==> src/hdl/pjd_pkg.sv <==
// Shared types, constants and the job ordering function of the job dispatcher.
package pjd_pkg;

    localparam int PJD_QUEUE_DEPTH = 64;

    typedef enum logic [1:0] {
        FUNC_PUSH   = 2'd0,
        FUNC_ASSIGN = 2'd1,
        FUNC_QUERY  = 2'd2
    } pjd_func_t;

    typedef struct packed {
        logic [30:0] job_time;
        logic [30:0] job_id;
        logic [15:0] importance;
        logic [30:0] duration;
    } pjd_job_t;

    // Controller to datapath.
    typedef struct packed {
        logic idle;
        logic scan;
        logic emit;
        logic shift;
    } pjd_cmd_t;

    // Datapath to controller.
    typedef struct packed {
        logic pop_go;
        logic pass_done;
        logic out_free;
        logic last_pop;
    } pjd_sts_t;

    // True when job a is strictly better than job b.
    function automatic logic job_better(pjd_job_t a, pjd_job_t b);
        logic res;
        if (a.importance != b.importance)
            res = a.importance > b.importance;
        else if (a.job_time != b.job_time)
            res = a.job_time < b.job_time;
        else
            res = a.duration < b.duration;
        return res;
    endfunction

endpackage

==> src/hdl/pjd_ctrl.sv <==
// Sequencing state machine of the job dispatcher.
module pjd_ctrl import pjd_pkg::*; (
    input  logic     clk,
    input  logic     rst_n,
    input  pjd_sts_t sts,
    output pjd_cmd_t cmd
);
    typedef enum logic [3:0] {
        ST_IDLE  = 4'b0001,
        ST_SCAN  = 4'b0010,
        ST_EMIT  = 4'b0100,
        ST_SHIFT = 4'b1000
    } pjd_state_t;

    pjd_state_t state_reg, state_next;

    always_comb
    begin
        state_next = state_reg;
        case (state_reg)
            ST_IDLE:  if (sts.pop_go) state_next = ST_SCAN;
            ST_SCAN:  if (sts.pass_done) state_next = ST_EMIT;
            ST_EMIT:  if (sts.out_free) state_next = ST_SHIFT;
            ST_SHIFT:
            begin
                if (sts.pass_done)
                    state_next = sts.last_pop ? ST_IDLE : ST_SCAN;
            end
            default:  state_next = ST_IDLE;
        endcase
    end

    always_ff @(posedge clk or negedge rst_n)
    begin
        if (!rst_n)
            state_reg <= ST_IDLE;
        else
            state_reg <= state_next;
    end

    assign cmd.idle  = (state_reg == ST_IDLE);
    assign cmd.scan  = (state_reg == ST_SCAN);
    assign cmd.emit  = (state_reg == ST_EMIT) && sts.out_free;
    assign cmd.shift = (state_reg == ST_SHIFT);
endmodule

==> config.mk <==
export PLATFORM = sky130hd
export DESIGN_NAME = pjd_ctrl
export DESIGN_NICKNAME = d
export VERILOG_FILES = /design/src/hdl/pjd_pkg.sv /design/src/hdl/pjd_ctrl.sv
export SDC_FILE = /design/constraint.sdc
export NUM_CORES = 1
export LEC_CHECK = 0
export BUFFER_PORTS_ARGS = -buffer_cell sky130_fd_sc_hd__buf_2
export CAP_MARGIN = 10
export CORE_AREA = 2 2 39 41
export CTS_CLUSTER_DIAMETER = 60
export DETAILED_ROUTE_END_ITERATION = 8
export DIE_AREA = 0 0 41 43
export GPL_TIMING_DRIVEN = 0
export PLACE_DENSITY_LB_ADDON = 0.1
export SLEW_MARGIN = 0
export SYNTH_ARGS = -nofsm -noshare
export SYNTH_HDL_FRONTEND = slang
export SYNTH_SLANG_ARGS = --single-unit
==> constraint.sdc <==
create_clock -name clk -period 1.75 [get_ports clk]
set_input_delay 0.175 -clock clk [delete_from_list [all_inputs] [get_ports clk]]
set_output_delay 0.175 -clock clk [all_outputs]
set_load 0.05 [all_outputs]
==> impl_metrics.json <==
{
  "status": "finished, final reports clean",
  "seqCellArea_um2": 101.3,
  "max_cap_violations": 0,
  "hold_path.class": "in2reg",
  "syn_avg_cell_area_um2": 8.575,
  "die_h_um": 43,
  "nets": 62,
  "syn-num-nets": 47,
  "core_area_um2": 1384,
  "slew_headroom": 0.8274,
  "drive_gt1_frac": 0.3818,
  "fmax_mhz": 608.3,
  "overflow": 0,
  "yosys_warnings": 0,
  "vdd_drop_max_mv": 0.4092,
  "worstSetupStartpointType": "flop",
  "setup_viol": 0,
  "placementRows": 14,
  "tns_ps": 0,
  "io_buffers": 9,
  "synth_area_leaders": "dfrtp_1, dfstp_2, buf_6",
  "fin_area_um2": 461.7,
  "wirelength_um": 905,
  "nFillCells": 149,
  "synth.largest_area_cell": "dfrtp_1",
  "grt_pass1_vias": 350,
  "path_max_fanout": 10,
  "grt_use_total": 0.1229,
  "cts_resized": 0,
  "die_w_um": 41,
  "gp_congestion": 0.7528,
  "cp-end-kind": "output pin",
  "cts-root-buf": "clkbuf_4",
  "rsz0062_at_grt": "no",
  "wl_per_cell_um": 12.75,
  "synth_edf_count": 0,
  "dieArea_um2": 1763,
  "path_class": "reg2out",
  "final-hold-violation-count": 0,
  "antenna_found_initial": 0,
  "dr.pass1.iters": 2,
  "drcViolationCount": 0,
  "grt_pass1_wl_um": 1449,
  "post_dp_cell_area_um2": 425.4,
  "io_pins": 10,
  "drt_iter0_drc": 5,
  "fin_crit_ps": 1644,
  "clockBufferDepth": 2,
  "cts_buffers": 3,
  "cts_sinks": 4,
  "clk_pin_slew_ps": 40,
  "clk_latency_ps": 230,
  "syn_inst": 41,
  "vias": 338,
  "largest_reg_flops": 4,
  "worst_pin_slew_ps": 257.3,
  "grt_max_degree": 11,
  "synthFlopType": "dfrtp_1",
  "yosysMostFrequentCell": "nor2_1",
  "hpwl_um": 643.1,
  "cts_max_level": 1,
  "multi_input_area_um2": 209.0,
  "slew_viol_final": 0,
  "ant_nets": 0,
  "syn_to_final_growth_pct": 31.32,
  "ys_types": 23,
  "power_density_nw_per_um2": 1733,
  "synth_commonest_cells": "nor2_1, a21oi_1, dfrtp_1, nor3_1, nor3b_1",
  "synth-seq-cells": 4,
  "cp.required_ps": 1570,
  "yosysSeqAreaShare": 0.2883,
  "leakagePower_nw": 0.2254,
  "worst_ep_arrival_time_ps": 1470,
  "start_util": 0.2541,
  "fin_skew_ps": 0.04693,
  "antenna_cells": 0,
  "fin_crit_sh": 0.9393,
  "drt-vias-per-instance": 4.761,
  "synth_area_um2": 351.6,
  "async_flop_share": 1.000,
  "cts_tree": "yes",
  "synth_top_area_frac": 0.2135
}
-- critical path: stages, from the launching register on --
cell	delay [ps]
dfrtp_1	410
buf_6	150
nor2_1	150
and4b_1	240
buf_2	270
-- where the power goes --
| part | switching [W] | total, W | leakage [nW] | internal, W |
|---|---|---|---|---|
| Clock | 0.0000409 | 0.000127 | 0.0150 | 0.0000858 |
| Combinational | 0.000303 | 0.000513 | 0.160 | 0.000210 |
| Sequential | 0.0000257 | 0.000160 | 0.0504 | 0.000134 |
| Total | 0.000370 | 0.000800 | 0.225 | 0.000430 |
-- through the flow --
step | std cells | power [W] | setup slack, ps | hold WS, ps | utilization
CTS | 71 | 0.0008099 | 99.98 | 233.5 | 0.3336
floorplan | 41 | 0.0005760 | 263.7 | -120.6 | -
global placement | 66 | 0.0006568 | 396.5 | -20.56 | 0.3074
detailed placement | 66 | 0.0006733 | 364.6 | -17.15 | 0.3074
finish | 71 | 0.0007999 | 106.2 | 243.1 | 0.3336
global route | 71 | 0.0008589 | 58.00 | 239.0 | 0.3336
-- layer usage --
metal | global-route usage | share of wire | vias up
li1 | - | - | 172
met1 | 0.1591 | 0.46 | 159
met2 | 0.1813 | 0.51 | 7
met3 | 0.06283 | 0.030 | 0
met4 | 0.02000 | 0 | 0
met5 | 0 | 0 | -
-- kinds of logic after synthesis --
group                  synth area share
AND/OR/NAND/NOR                  0.3452
AO/OA/AOI/OAI                    0.1922
buffers and inverters            0.1423
flip-flops                       0.2883
multiplexers                    0.03203
-- final cells by class --
type / instances / area share
Multi-Input combinational cell: 30 / 0.4526
Sequential cell: 4 / 0.2195
Timing Repair Buffer: 10 / 0.1192
Buffer: 5 / 0.09214
Clock buffer: 4 / 0.05691
Tap cell: 16 / 0.04336
Inverter: 2 / 0.01626
-- layout by cell type (no fill, tap or decap), types with 2 or more instances in the layout --
| master | instances |
|---|---|
| a21oi_1 | 3 |
| buf_2 | 10 |
| buf_4 | 2 |
| buf_6 | 2 |
| clkbuf_4 | 3 |
| dfrtp_1 | 3 |
| inv_1 | 2 |
| nand2b_1 | 2 |
| nor2_1 | 6 |
| nor3_1 | 3 |
| nor3b_1 | 3 |
| o21ai_1 | 2 |
-- path summary, 6_finish.rpt --
check                           depth (start not counted)  slack [ps]          from           end
worst max-delay path                                    4         110  state_reg[1]        cmd[1]
max in group asynchronous                               2        1270         rst_n  state_reg[0]
worst min register to register                          2         560  state_reg[2]  state_reg[1]
worst min-delay path                                    3         240        sts[3]  state_reg[0]
worst max register to register                          4         470  state_reg[0]  state_reg[1]
min in group asynchronous                               2         270         rst_n  state_reg[1]
-- what timing repair did --
item,4_1_cts,5_1_grt
setup buffers,0,0
hold buffers,1,0
endpoints found under the hold margin,4,0
Note: power is estimated with default switching activity, not from simulation.
